`src/design/cbsg_pkg.sv`:
```
`timescale 1ns / 1ps

package cbsg_pkg;

   // Default number of hyperprior words in the store.
   localparam int CBSG_STORE_DEPTH = 4096;

   // Configuration port address width: seven 32-bit registers.
   localparam int CSR_ADDR_W = 5;

   // Fraction bits of the reciprocal used for the small divisions.
   localparam int RECIP_SHIFT = 15;

   // Input operation codes.
   typedef enum logic {
      OP_LOAD  = 1'b0,
      OP_QUERY = 1'b1
   } op_type;

   // Register indexes of the configuration port.
   typedef enum logic [2:0] {
      CSR_CHAN_OFFSET    = 3'd0,
      CSR_BASE_LIMIT     = 3'd1,
      CSR_CHANNEL_REPEAT = 3'd2,
      CSR_PIXEL_REPEAT   = 3'd3,
      CSR_GRID_HEIGHT    = 3'd4,
      CSR_GRID_WIDTH     = 3'd5,
      CSR_SCALE_MAX      = 3'd6
   } csr_index_type;

   // Register values after reset.
   localparam logic [8:0] RST_CHAN_OFFSET    = 9'd1;
   localparam logic [8:0] RST_BASE_LIMIT     = 9'd1;
   localparam logic [4:0] RST_CHANNEL_REPEAT = 5'd1;
   localparam logic [4:0] RST_PIXEL_REPEAT   = 5'd1;
   localparam logic [8:0] RST_GRID_HEIGHT    = 9'd1;
   localparam logic [8:0] RST_GRID_WIDTH     = 9'd1;
   localparam logic [9:0] RST_SCALE_MAX      = 10'd63;

   // Configuration register file contents.
   typedef struct packed {
      logic [8:0] chan_offset;
      logic [8:0] base_limit;
      logic [4:0] channel_repeat;
      logic [4:0] pixel_repeat;
      logic [8:0] grid_height;
      logic [8:0] grid_width;
      logic [9:0] scale_max;
   } cfg_type;

   // Control flags that travel with each transaction down the pipeline.
   typedef struct packed {
      logic query;  // Query when set, load otherwise.
      logic bad;    // Invalid mapping for a query, out-of-range address for a load.
      logic odd;    // Odd checkerboard position.
   } item_ctl_type;

   // Rounded-up reciprocals 2^15/d for divisors 0..31; zero divides as one.
   // Exact quotients for dividends below 1024.
   localparam logic [15:0] RECIP_TABLE [32] = '{
      16'd32768, 16'd32768, 16'd16384, 16'd10923, 16'd8192, 16'd6554, 16'd5462, 16'd4682,
      16'd4096,  16'd3641,  16'd3277,  16'd2979,  16'd2731, 16'd2521, 16'd2341, 16'd2185,
      16'd2048,  16'd1928,  16'd1821,  16'd1725,  16'd1639, 16'd1561, 16'd1490, 16'd1425,
      16'd1366,  16'd1311,  16'd1261,  16'd1214,  16'd1171, 16'd1130, 16'd1093, 16'd1058
   };

   // A zero grid dimension counts as one.
   function automatic logic [8:0] nonzero9(input logic [8:0] v);
      return (v == 9'd0) ? 9'd1 : v;
   endfunction

endpackage

```
`src/design/cbsg_scale.sv`:
```
`timescale 1ns / 1ps

// Half to scale conversion, checkerboard swap and the result register.
module cbsg_scale import cbsg_pkg::*; (
   input  logic         clock,
   input  logic         reset,
   input  logic [9:0]   scale_max,
   input  logic         in_valid,
   output logic         in_ready,
   input  item_ctl_type in_ctl,
   input  logic [15:0]  in_word_a,
   input  logic [15:0]  in_word_b,
   output logic         out_valid,
   input  logic         out_ready,
   output logic [9:0]   out_scale_first,
   output logic [9:0]   out_scale_second,
   output logic         out_mapping_error
);

   logic       out_valid_ff;
   logic [9:0] first_ff, second_ff, first_in, second_in;
   logic       error_ff;
   logic [9:0] scale_a, scale_b;

   // |v| truncated to an integer and clamped. Exponents of 25 and up,
   // infinity and NaN included, are at least 1024 and saturate.
   function automatic logic [9:0] half_to_scale(input logic [15:0] h,
                                                input logic [9:0]  smax);
      logic [4:0]  e;
      logic [4:0]  sh;
      logic [10:0] v;
      e  = h[14:10];
      sh = 5'd25 - e;
      v  = {1'b1, h[9:0]} >> sh;
      if (e >= 5'd25) begin
         return smax;
      end else if (e < 5'd15) begin
         return 10'd0;
      end else if (v > 11'(smax)) begin
         return smax;
      end else begin
         return v[9:0];
      end
   endfunction

   assign in_ready = !out_valid_ff || out_ready;

   // Swap on odd positions; an invalid mapping gives zero scales.
   always_comb begin
      scale_a = half_to_scale(in_word_a, scale_max);
      scale_b = half_to_scale(in_word_b, scale_max);
      if (in_ctl.bad) begin
         first_in  = 10'd0;
         second_in = 10'd0;
      end else if (in_ctl.odd) begin
         first_in  = scale_b;
         second_in = scale_a;
      end else begin
         first_in  = scale_a;
         second_in = scale_b;
      end
   end

   // Loads end here without a result.
   always_ff @(posedge clock) begin
      if (reset) begin
         out_valid_ff <= 1'b0;
      end else if (in_ready) begin
         out_valid_ff <= in_valid && in_ctl.query;
      end
   end

   always_ff @(posedge clock) begin
      if (in_ready && in_valid && in_ctl.query) begin
         first_ff  <= first_in;
         second_ff <= second_in;
         error_ff  <= in_ctl.bad;
      end
   end

   assign out_valid         = out_valid_ff;
   assign out_scale_first   = first_ff;
   assign out_scale_second  = second_ff;
   assign out_mapping_error = error_ff;

endmodule

```
`config.mk`:
```
export PLATFORM = sky130hd
export DESIGN_NAME = cbsg_scale
export DESIGN_NICKNAME = d
export VERILOG_FILES = /design/src/design/cbsg_pkg.sv /design/src/design/cbsg_scale.sv
export SDC_FILE = /design/constraint.sdc
export NUM_CORES = 1
export LEC_CHECK = 0
export BUFFER_PORTS_ARGS = -buffer_cell sky130_fd_sc_hd__buf_2
export CORE_MARGIN = 4
export CORE_UTILIZATION = 54
export DETAILED_ROUTE_END_ITERATION = 12
export GPL_TIMING_DRIVEN = 0
export PLACE_DENSITY = 0.8
export SLEW_MARGIN = 5
export SYNTH_ARGS = -nofsm -noshare
export SYNTH_HDL_FRONTEND = slang
export SYNTH_SLANG_ARGS = --single-unit
```
`constraint.sdc`:
```
create_clock -name clock -period 4.1 [get_ports clock]
set_input_delay 0.41 -clock clock [delete_from_list [all_inputs] [get_ports clock]]
set_output_delay 0.41 -clock clock [all_outputs]
set_load 0.03 [all_outputs]
```
Word-level counts from Yosys, hierarchy flattened
Cells that the tools add are included.
Operators by class
  add/subtract/negate cells: 2
  multipliers: 0
  divide/modulo/power cells: 0
  $lt $le $gt $ge: 6
  equality and inequality tests: 0
  shift operators: 2
  muxes and demuxes: 8
  bitwise operators: 0
  reductions and logical operators: 5
Operator list (number)
  $mux 10: 8
  $gt 11x10->1: 2
  $shr 11x5->11: 2
  $ge 5x5->1 const B: 2
  $lt 5x4->1 const B: 2
  $sub 5x5->5 const A: 2
  $logic_and 1x1->1: 3
  $logic_not 1->1: 1
  $logic_or 1x1->1: 1
Word-level totals
  register bits: 22
  latch bits: 0
  memory bits (writable): 0
  memory bits (read-only): 0
  output and inout bits: 23
  memories: 0

Longest topological paths before layout
Gate-level depths: netlist (run 1).
  word-level depth: 7
  mapped depth: 16

Least setup slack after synthesis (run 1)
OpenSTA, ideal clock, no wires.
  path kind: input to register
  start: in in_word_a[11]
  end: reg first_ff[3], in the netlist out_scale_first[3] (data pin)
  library setup time: 274 ps
  arrival time: 3325 ps
  data required time: 3826 ps
  path slack: 501 ps
  cell stages on the path: 15
  buffers on the path: 3
  cell sequence: buf_2 > inv_1 > ha_1 > clkbuf_1 > inv_1 > clkbuf_1 > mux2i_1 > nor2_1 > ha_1 > a21o_1 > a21o_1 > a211oi_1 > o211ai_1 > a22oi_1 > o22ai_1
Between the ends
  cells in the longest elaborated chain, start to end: 7
  elaborated cells on any way between the ends: 9
  classes of those cells: add/sub (1); order compare (3); shift (1); mux (4)
Ends and longest elaborated chain
  from (decl): line cbsg_scale.sv:11  | input logic [15:0] in_word_a,
  $sub 5x5->5: line cbsg_scale.sv:33  | sh = 5'd25 - e;
  $shr 11x5->11: line cbsg_scale.sv:34  | v = {1'b1, h[9:0]} >> sh;
  $gt 11x10->1: line cbsg_scale.sv:39  | end else if (v > 11'(smax)) begin
  $mux 10: line cbsg_scale.sv:39
  $mux 10: line cbsg_scale.sv:37  | end else if (e < 5'd15) begin
  $mux 10 (*): line cbsg_scale.sv:35  | if (e >= 5'd25) begin
  $mux 10 (*): line cbsg_scale.sv:55  | end else if (in_ctl.odd) begin
  to (signal assigned): line cbsg_scale.sv:75  | first_ff <= first_in;
  to (decl): line cbsg_scale.sv:21  | logic [9:0] first_ff, second_ff, first_in, second_in;
Mark *: on every way between the ends. The rest lies on a longest branch, timed or not.
A chain may end at the register's enable or synchronous reset.

Worst setup path in the final report (run 1)
  start: in in_word_b[11]
  end: reg first_ff[6], in the netlist out_scale_first[6] (data pin)
Between the ends
  cells in the longest elaborated chain, start to end: 7
  elaborated cells on any way between the ends: 9
  classes of those cells: add/sub (1); order compare (3); shift (1); mux (4)
Ends and longest elaborated chain
  from (decl): line cbsg_scale.sv:12  | input logic [15:0] in_word_b,
  $sub 5x5->5: line cbsg_scale.sv:33
  $shr 11x5->11: line cbsg_scale.sv:34
  $gt 11x10->1: line cbsg_scale.sv:39
  $mux 10: line cbsg_scale.sv:39
  $mux 10: line cbsg_scale.sv:37
  $mux 10 (*): line cbsg_scale.sv:35
  $mux 10 (*): line cbsg_scale.sv:55
Marks and branches as above.

==> results.json, run 1 <==
{
  "status": "complete, no violations",
  "coreArea_sq_um": 4786,
  "async_flop_share_pct": 0,
  "grt_pass1_wl_um": 11470,
  "min_period_ps": 3934,
  "grt_max_degree": 22,
  "min_from": "reset",
  "synth_area_sq_um": 2709,
  "seq_area_sq_um": 650.6,
  "drv_slew": 0,
  "num_io_pins": 72,
  "globalRouteMet3Util_pct": 2.721,
  "ys_warn_count": 0,
  "grt_antenna_before_repair": 0,
  "grt_use_met2_pct": 34.89,
  "busiest_layer": "met2",
  "hp-class": "in2reg",
  "synth_edf_count": 21,
  "htree_levels": 1,
  "nets": 455,
  "finClkSkew_ps": 1.956,
  "reg2reg_depth": 2,
  "port_buffers": 66,
  "drive_above_1_share_pct": 28.35,
  "drt-initial-drc-count": 334,
  "path_class": "in2reg",
  "dieArea_sq_um": 6213,
  "syn2layout_area_growth_pct": 22.36,
  "die_w_um": 78.83,
  "synth_top_area_cell": "edfxtp_1",
  "p_leak_nw": 1.438,
  "drcViolationCount": 0,
  "reg2reg_to": "out_scale_second[4]",
  "power_frac_comb_pct": 43.6,
  "avgSynthCellArea_sq_um": 8.795,
  "fmax_ghz": 0.2542,
  "placementRows": 25,
  "switchingPower_uw": 289.4,
  "vias": 2926,
  "cp-end-kind": "flop",
  "grt.overflow.total": 0,
  "startpoint": "in_word_b[11]",
  "synth_top_cell_area_share_pct": 23.28,
  "antenna_left": 0,
  "cts_tree": "built",
  "initial_core_util_pct": 56.60,
  "totalWireLength_um": 7652,
  "finalHoldViolations": 0,
  "synth-main-ff-cell": "edfxtp_1",
  "critPathArrivalTime_ps": 3930,
  "insertion_delay_ps": 260,
  "grt_pass1_vias": 2480,
  "dp_hpwl_um": 6003,
  "via_per_inst": 6.531,
  "synthDistinctLibCells": 57,
  "cts_made_buffers": 3,
  "gp_congestion": 0.9280,
  "setup_viol": 0,
  "syn_nets": 381,
  "post-route-period-util_pct": 95.94,
  "grtUsageTotal_pct": 22.57,
  "p_int_uw": 529.4,
  "ys_seq_area_share_pct": 24.02,
  "ir_drop_mv": 0.1162,
  "numClockSinks": 22,
  "met1_usage_pct": 33.67,
  "cts_hold_buf": 0,
  "clockBufferDepth": 2,
  "holdPathEnd": "out_valid",
  "clkTransAtPathRegs_ps": 80,
  "synth_seq_cells": 22,
  "critPathMaxFanout": 10,
  "seq_power_share_pct": 32.1,
  "wl_per_cell_um": 17.08,
  "synth_area_leaders": "edfxtp_1 (23%), ha_1 (11%), mux2i_1 (5.5%)",
  "hold_path_depth": 2,
  "n_antenna_cell": 0,
  "reg2reg_setup_slack_ps": 2550,
  "r2r_start": "out_valid",
  "die_y_um": 78.83,
  "drv_cap": 0,
  "p_per_area_nw_per_um2": 247.0,
  "slew_headroom_pct": 37.54,
  "dr.pass1.iters": 5,
  "multiInputGateArea_sq_um": 1991,
  "rsz0062_at_grt": "false",
  "clkPwrFrac_pct": 24.3,
  "cts_root_buf": "clkbuf_8",
  "crit_path_start_kind": "primary input",
  "worstMarginPinSlew_ps": 932.7,
  "syn_inst": 308,
  "nFillCells": 397,
  "finalPower_uw": 818.8,
  "power_switching_share_pct": 35.34,
  "fin_hold_ws_ps": 289.9,
  "required_ps": 4100
}
## state kept, by name, summed over array words and instances, names as in the netlist
name,cells
out_valid,1
out_scale_second,10
out_scale_first,10
out_mapping_error,1
## final cells by class
| class | count | share of cell area, % |
|---|---|---|
| Multi-Input combinational cell | 251 | 60.06 |
| Sequential cell | 22 | 19.63 |
| Timing Repair Buffer | 69 | 11.02 |
| Tap cell | 67 | 2.529 |
| Buffer | 15 | 2.341 |
| Inverter | 20 | 2.265 |
| Clock buffer | 3 | 1.246 |
| Clock inverter | 1 | 0.9060 |
## per-layer routing
metal | part of all wire [%] | wire length (um)
met1 | 41 | 3169
met2 | 45 | 3440
met3 | 12 | 898
met4 | 1.9 | 144
met5 | 0 | 0
## worst max-delay path, stage by stage
cell	delay, ps
buf_2	110
buf_6	130
inv_2	150
ha_1	300
clkbuf_1	220
o21ai_0	190
o21ai_0	100
o21ai_1	210
nor2_1	70
ha_1	350
nand4_1	160
or3b_2	520
a32oi_4	200
buf_12	160
o221ai_4	150
a2bb2oi_1	360
o22ai_1	140
## cells by family after synthesis
| logic type | Yosys count | synth area share [%] |
|---|---|---|
| AOI/OAI and AO/OA | 109 | 28.50 |
| DFF | 22 | 24.02 |
| adders and majority gates | 24 | 11.09 |
| xor gates and xnor gates | 5 | 1.617 |
| buffers and inverters | 36 | 5.727 |
| and+or+nand+nor | 90 | 17.41 |
| muxes | 22 | 11.64 |
## worst max path at each step
stage | end | slack (ps) | cells past startpoint
2_1_floorplan | out_scale_first[3] | 500 | 15
6_report | out_scale_first[6] | 170 | 17
3_3_place_gp | out_scale_first[9] | -290 | 16
3_5_place_dp | out_scale_first[9] | -320 | 16
5_1_grt | out_scale_first[6] | 9 | 17
4_1_cts | out_scale_first[9] | 70 | 16
## power groups by stage
stage               combinational, mW  clock (mW)  sequential [mW]
finish                          0.357       0.199            0.263
global route                    0.386       0.210            0.264
CTS                             0.328       0.200            0.263
detailed placement              0.326           0            0.268
global placement                0.318           0            0.268
floorplan                       0.207           0            0.293
## placed cells by master (no fill, tap or decap), types with 4 or more instances in the layout
master,synthesis,routed
o21ai_0,14,13
nor3_1,5,5
clkbuf_1,9,7
nand3_1,10,10
nand2b_1,7,7
nor2_1,13,13
a211oi_1,4,4
o22ai_1,21,21
nand2_1,23,23
ha_1,24,24
mux2i_1,15,15
a22oi_1,11,7
and2_1,5,5
edfxtp_1,21,21
buf_2,4,70
buf_4,2,4
inv_1,19,19
a21o_1,4,4
and3_1,4,4
a21oi_1,23,22
mux4_2,5,5
a22oi_2,0,4
## synthesized netlist by cell type, types with 4 or more instances
master      n
ha_1       24
a21oi_1    23
nand2_1    23
edfxtp_1   21
o22ai_1    21
inv_1      19
mux2i_1    15
o21ai_0    14
nor2_1     13
a22oi_1    11
nand3_1    10
clkbuf_1    9
nand2b_1    7
a32oi_1     5
and2_1      5
mux4_2      5
nor3_1      5
a211oi_1    4
a21o_1      4
a2bb2oi_1   4
and3_1      4
buf_2       4
nor2b_1     4
## stage by stage
step / std cells / worst slack, ps / area (sq um) / utilization, % / TNS, ps
global route: 448 / 9.194 / 3314 / 69.25 / 0
global placement: 441 / -288.3 / 3123 / 65.25 / -4652
detailed placement: 441 / -319.8 / 3126 / 65.31 / -5260
CTS: 445 / 68.24 / 3198 / 66.82 / 0
floorplan: 308 / 501.0 / 2709 / - / 0
finish: 448 / 166.3 / 3314 / 69.25 / 0
## repair_timing
item	in CTS	in global routing
gates cloned	0	1
pin swaps	0	3
setup buffers	0	3
endpoints found under the setup margin	7	20
resized for setup	1	12
Note: power is estimated with default switching activity, not from simulation.
==> run 2, diff against run 1 <==
- PLACE_DENSITY: 0.8 -> 0.79
==> run 2 against run 1 <==
  * Final cell count is 0.45% higher
  * Sequential share of layout area hardly changed
  * Design area is 0.23% higher
  * Non-clock buffer count is 2 higher
  * Clock power is 26% lower
  * Clock skew is 1.2 ps higher
  * Worst setup slack worse by 72 ps
  * Sequential power hardly changed
  * Critical endpoint unchanged
==> results.json, run 2 (synthesized netlist as in run 1, its figures left out) <==
{
  "die_y_um": 78.83,
  "die_w_um": 78.83,
  "hold_path_depth": 2,
  "port_buffers": 66,
  "drive_above_1_share_pct": 28.72,
  "dr.pass1.iters": 6,
  "required_ps": 4190,
  "grt_max_degree": 22,
  "crit_path_start_kind": "primary input",
  "p_per_area_nw_per_um2": 232.5,
  "totalWireLength_um": 7891,
  "wl_per_cell_um": 17.54,
  "cts_tree": "built",
  "layout_commonest_cell": "buf_2",
  "cts_hold_buf": 0,
  "finClkSkew_ps": 3.126,
  "ir_drop_mv": 0.1102,
  "post-route-period-util_pct": 97.71,
  "critPathArrivalTime_ps": 4090,
  "htree_levels": 1,
  "reg2reg_depth": 3,
  "via_per_inst": 6.582,
  "finalHoldViolations": 0,
  "hp-class": "in2reg",
  "clockBufferDepth": 2,
  "drv_slew": 0,
  "cp-end-kind": "flop",
  "fin_hold_ws_ps": 303.9,
  "cts_made_buffers": 3,
  "insertion_delay_ps": 250,
  "cts_root_buf": "clkbuf_8",
  "grtUsageTotal_pct": 22.72,
  "n_antenna_cell": 0,
  "detailedPlace.worstSlack_ps": -312.6,
  "status": "complete, no violations",
  "critPathMaxFanout": 10,
  "nets": 457,
  "drv_cap": 0,
  "initial_core_util_pct": 56.60,
  "slew_headroom_pct": 63.35,
  "setup_viol": 0,
  "placementRows": 25,
  "grt.overflow.total": 0,
  "antenna_left": 0,
  "grt_pass1_wl_um": 11650,
  "fmax_ghz": 0.2496,
  "numClockSinks": 22,
  "worst_slack_ps": 94.01,
  "worstMarginPinSlew_ps": 545.9,
  "vias": 2962,
  "p_leak_nw": 1.441,
  "syn2layout_area_growth_pct": 22.63,
  "path_class": "in2reg",
  "grt_pass1_vias": 2533,
  "min_period_ps": 4006,
  "clkTransAtPathRegs_ps": 70,
  "finalPower_uw": 772.5,
  "drt-initial-drc-count": 318,
  "drcViolationCount": 0,
  "layout_common_cells": "buf_2 (69), nand2_1 (23), ha_1 (23)",
  "grt_antenna_before_repair": 0,
  "dp_hpwl_um": 6154,
  "gp_congestion": 0.9123,
  "num_io_pins": 72,
  "coreArea_sq_um": 4786,
  "nFillCells": 416,
  "dieArea_sq_um": 6213
}
-- run 2: power breakdown --
group          internal, mW  switching [mW]  leakage [nW]
combinational         0.141           0.221          1.21
clock                0.0853          0.0622        0.0288
sequential            0.260         0.00256         0.199
total                 0.487           0.286          1.44
-- run 2: cell type report --
cell class	instances	area, sq um	area share, %
plain buffers	15	80.08	2.411
clock buffers	4	55.05	1.657
inverters	20	75.07	2.260
multi-input cells	251	1989	59.89
flip-flops and latches	22	650.6	19.59
well taps	67	83.83	2.524
repair buffers	71	387.9	11.68
-- run 2: worst max-delay path, stage by stage --
cell and delay, ps:
buf_2 110, buf_6 130, inv_2 150, ha_1 300, clkbuf_1 230, o21ai_0 220
o21ai_0 110, o21ai_1 260, nor2_1 90, ha_1 350, nand4_1 160, or3b_2 520
a32oi_4 200, buf_12 150, buf_4 110, nand4_1 190, a2bb2oi_2 220, o22ai_1 180
-- run 2: through the flow --
step | setup TNS, ps | utilization [%] | cell area (sq um) | cells
finish | 0 | 69.41 | 3322 | 450
global route | -131.0 | 69.41 | 3322 | 450
CTS | 0 | 66.80 | 3197 | 446
detailed placement | -5343 | 65.62 | 3141 | 442
global placement | -4503 | 65.25 | 3123 | 441
floorplan | 0 | - | 2709 | 308
-- run 2: metal layers --
| metal | share of wire [%] | vias up | track usage, % |
|---|---|---|---|
| li1 | - | 1373 | - |
| met1 | 42 | 1347 | 33.10 |
| met2 | 46 | 211 | 37.27 |
| met3 | 9.5 | 31 | 2.041 |
| met4 | 2.2 | 0 | 3.952 |
| met5 | 0 | - | 0 |
-- run 2: repair_timing --
item,4_1_cts,5_1_grt
pin swaps,0,3
gates cloned,0,1
setup endpoints to repair,13,20
resized for setup,1,13
buffers inserted,0,4
-- run 2: worst paths after layout --
path | start | end | slack [ps]
setup / recovery | in_word_b[11] | out_scale_first[6] | 90
hold / removal | reset | out_valid | 300
hold reg to reg | out_valid | out_valid | 510
setup reg to reg | out_valid | out_scale_second[9] | 3020
==> run 3, diff against run 2 <==
- ABC_AREA: unset -> 1
- CORE_UTILIZATION: 54 -> 55
- PLACE_DENSITY: 0.79 -> 0.78
==> run 3 against run 2 <==
  * Worst setup slack improved by 480 ps
  * Area after synthesis grew 13%
  * Utilization down 1.4 points
  * Register-to-register slack worse by 430 ps
  * Routed wire length is 4.9% higher
  * Non-clock buffer count up 7
  * Design area up 7.3%
  * Critical path depth up 6
  * Final cell count is 49% higher
  * Hold slack worse by 9.8 ps
  * Sequential cell count is the same
  * Critical endpoint is now out_scale_second[1]
  * Largest cell class unchanged
  * Largest power group unchanged
==> results.json, run 3 <==
{
  "cts_root_buf": "clkbuf_8",
  "grt_max_degree": 22,
  "hp-class": "in2reg",
  "required_ps": 4110,
  "setup_viol": 0,
  "crit_path_start_kind": "primary input",
  "ys_seq_area_share_pct": 21.29,
  "fmax_ghz": 0.2833,
  "num_io_pins": 72,
  "grtUsageTotal_pct": 24.29,
  "ir_drop_mv": 0.2530,
  "avgSynthCellArea_sq_um": 5.811,
  "die_y_um": 82.55,
  "finalHoldViolations": 0,
  "switchingPower_uw": 321.2,
  "path_class": "in2reg",
  "cts_resized": 0,
  "synth_area_leaders": "nand2_1 (24%), edfxtp_1 (21%), nand3_1 (19%)",
  "cp-end-kind": "flop",
  "synth_area_sq_um": 3057,
  "grt_pass1_vias": 2977,
  "slowest_stage": "clkbuf_1",
  "cts_made_buffers": 3,
  "slew_headroom_pct": 35.15,
  "port_buffers": 69,
  "critPathArrivalTime_ps": 3540,
  "totalWireLength_um": 8277,
  "htree_levels": 1,
  "synth_seq_cells": 22,
  "drt-initial-drc-count": 476,
  "fin_hold_ws_ps": 294.2,
  "grt_pass1_wl_um": 13130,
  "syn_inst": 526,
  "synth-main-ff-cell": "edfxtp_1",
  "cts_tree": "built",
  "grt_antenna_before_repair": 0,
  "wl_per_cell_um": 12.37,
  "async_flop_share_pct": 0,
  "initial_core_util_pct": 58.36,
  "grt.overflow.total": 0,
  "synth_edf_count": 21,
  "drv_cap": 0,
  "layout_common_cells": "nand2_1 (192), nand3_1 (114), buf_2 (83)",
  "clockBufferDepth": 2,
  "nets": 673,
  "p_per_area_nw_per_um2": 237.5,
  "finClkSkew_ps": 5.183,
  "syn2layout_area_growth_pct": 16.58,
  "die_w_um": 82.55,
  "status": "complete, no violations",
  "coreArea_sq_um": 5238,
  "synth_top_area_cell": "nand2_1",
  "synth_common_cells": "nand2_1 (192), nand3_1 (114), inv_1 (54), nor2_1 (48), ha_1 (24)",
  "critPathMaxFanout": 10,
  "drcViolationCount": 0,
  "max_stage_delay_ps": 330,
  "power_frac_comb_pct": 45.8,
  "dp_hpwl_um": 6756,
  "cts_hold_buf": 0,
  "tns_ps": 0,
  "post-route-period-util_pct": 86.11,
  "drive_above_1_share_pct": 17.20,
  "vias": 3653,
  "antenna_left": 0,
  "dieArea_sq_um": 6815,
  "placementRows": 26,
  "synth_top_cell_area_share_pct": 23.58,
  "insertion_delay_ps": 260,
  "cp_common_cell": "nand2_1",
  "numClockSinks": 22,
  "clkTransAtPathRegs_ps": 80,
  "dr.pass1.iters": 6,
  "layout_commonest_cell": "nand2_1",
  "p_leak_nw": 2.120,
  "p_int_uw": 525.1,
  "power_switching_share_pct": 37.95,
  "drv_slew": 0,
  "min_period_ps": 3530,
  "crit_path_cell_trace": "buf_2 -> inv_1 -> buf_2 -> ha_1 -> buf_2 -> inv_1 -> buf_2 -> o31ai_1 -> nand2_1 -> inv_1 -> ha_1 -> nand2_1 -> inv_1 -> a21oi_1 -> nand2_1 -> nand2_1 -> nand2_1 -> nand2_1 -> clkbuf_1 -> nand3_1 -> nand2_1 -> nand2_1 -> a21oi_1 -> nor2_1",
  "dp_cells": 665,
  "via_per_inst": 5.460,
  "seq_power_share_pct": 31.0,
  "ys_warn_count": 0,
  "worstMarginPinSlew_ps": 971.7,
  "synthDistinctLibCells": 27,
  "final_cell_count_no_fill": 669,
  "post_cts.repair.setup_buffers": 0,
  "yosysMostFrequentCell": "nand2_1",
  "gp_congestion": 0.9736,
  "n_antenna_cell": 0,
  "clkPwrFrac_pct": 23.2,
  "rsz0062_at_grt": "false",
  "syn_nets": 599
}
[run 3: changes by cell type in the layout (fill, tap and decap cells not counted), sizes merged, moves of 7 or more]
| cell | previous run | this run |
|---|---|---|
| nand3 | 10 | 115 |
| nand2 | 23 | 195 |
| mux2i | 15 | 0 |
| inv | 20 | 55 |
| a22oi | 11 | 0 |
| nand2b | 7 | 0 |
| o21ai | 14 | 6 |
| nor2 | 13 | 50 |
| buf | 77 | 88 |
| o22ai | 21 | 0 |
| mux4 | 7 | 0 |
[run 3: layer usage]
metal	GRT usage (%)	vias up	wire length, um
met4	5.882	0	104
met3	2.495	11	837
met5	0	-	0
met1	34.48	1619	3616
li1	-	1860	-
met2	39.42	163	3719
[run 3: final cells by class]
| class | count | area (sq um) |
|---|---|---|
| Fill cell | 500 | 1674 |
| Clock buffer | 3 | 41.29 |
| Timing Repair Buffer | 69 | 345.3 |
| Sequential cell | 22 | 650.6 |
| Inverter | 55 | 206.4 |
| Tap cell | 70 | 87.58 |
| Clock inverter | 1 | 30.03 |
| Multi-Input combinational cell | 425 | 2072 |
| Buffer | 24 | 130.1 |
[run 3: final timing paths]
check                           cells after the start                   to     startpoint  slack [ps]
worst max-delay path                               24  out_scale_second[1]  in_word_a[11]         570
worst min-delay path                                2            out_valid          reset         290
worst max register to register                      3   out_scale_first[6]      out_valid        2590
worst min register to register                      4            out_valid      out_valid         550
[run 3: critical path: cells and delay by family]
family	cells	cell delay (ps)
buf+inv	9	1240
simple gates	10	860
fa+ha+maj	2	520
compound gates	3	490
[run 3: through the flow]
stage / total power, mW / worst slack, ps / util (%) / cell area, sq um
floorplan: 0.5452 / 988.9 / - / 3057
global placement: 0.6409 / 444.0 / 66.63 / 3490
detailed placement: 0.6484 / 375.1 / 66.67 / 3492
CTS: 0.8410 / 633.0 / 68.04 / 3563
global route: 0.9083 / 227.9 / 68.04 / 3563
finish: 0.8463 / 569.7 / 68.04 / 3563
[run 3: power by group through the flow]
stage / clock network (mW) / logic, mW / registers [mW]
2_1_floorplan: 0 / 0.256 / 0.289
3_5_place_dp: 0 / 0.381 / 0.267
6_report: 0.196 / 0.388 / 0.262
5_1_grt: 0.206 / 0.440 / 0.263
3_3_place_gp: 0 / 0.374 / 0.267
4_1_cts: 0.195 / 0.384 / 0.262
[run 3: cells by family after synthesis]
logic type | count (synthesis) | synth area share, %
XOR/XNOR | 2 | 1.064
AND/OR/NAND/NOR | 365 | 50.63
adder cells (fa/ha/maj) | 24 | 9.824
buffers and inverters | 79 | 11.01
AO/OA/AOI/OAI | 34 | 6.180
flip-flops | 22 | 21.29
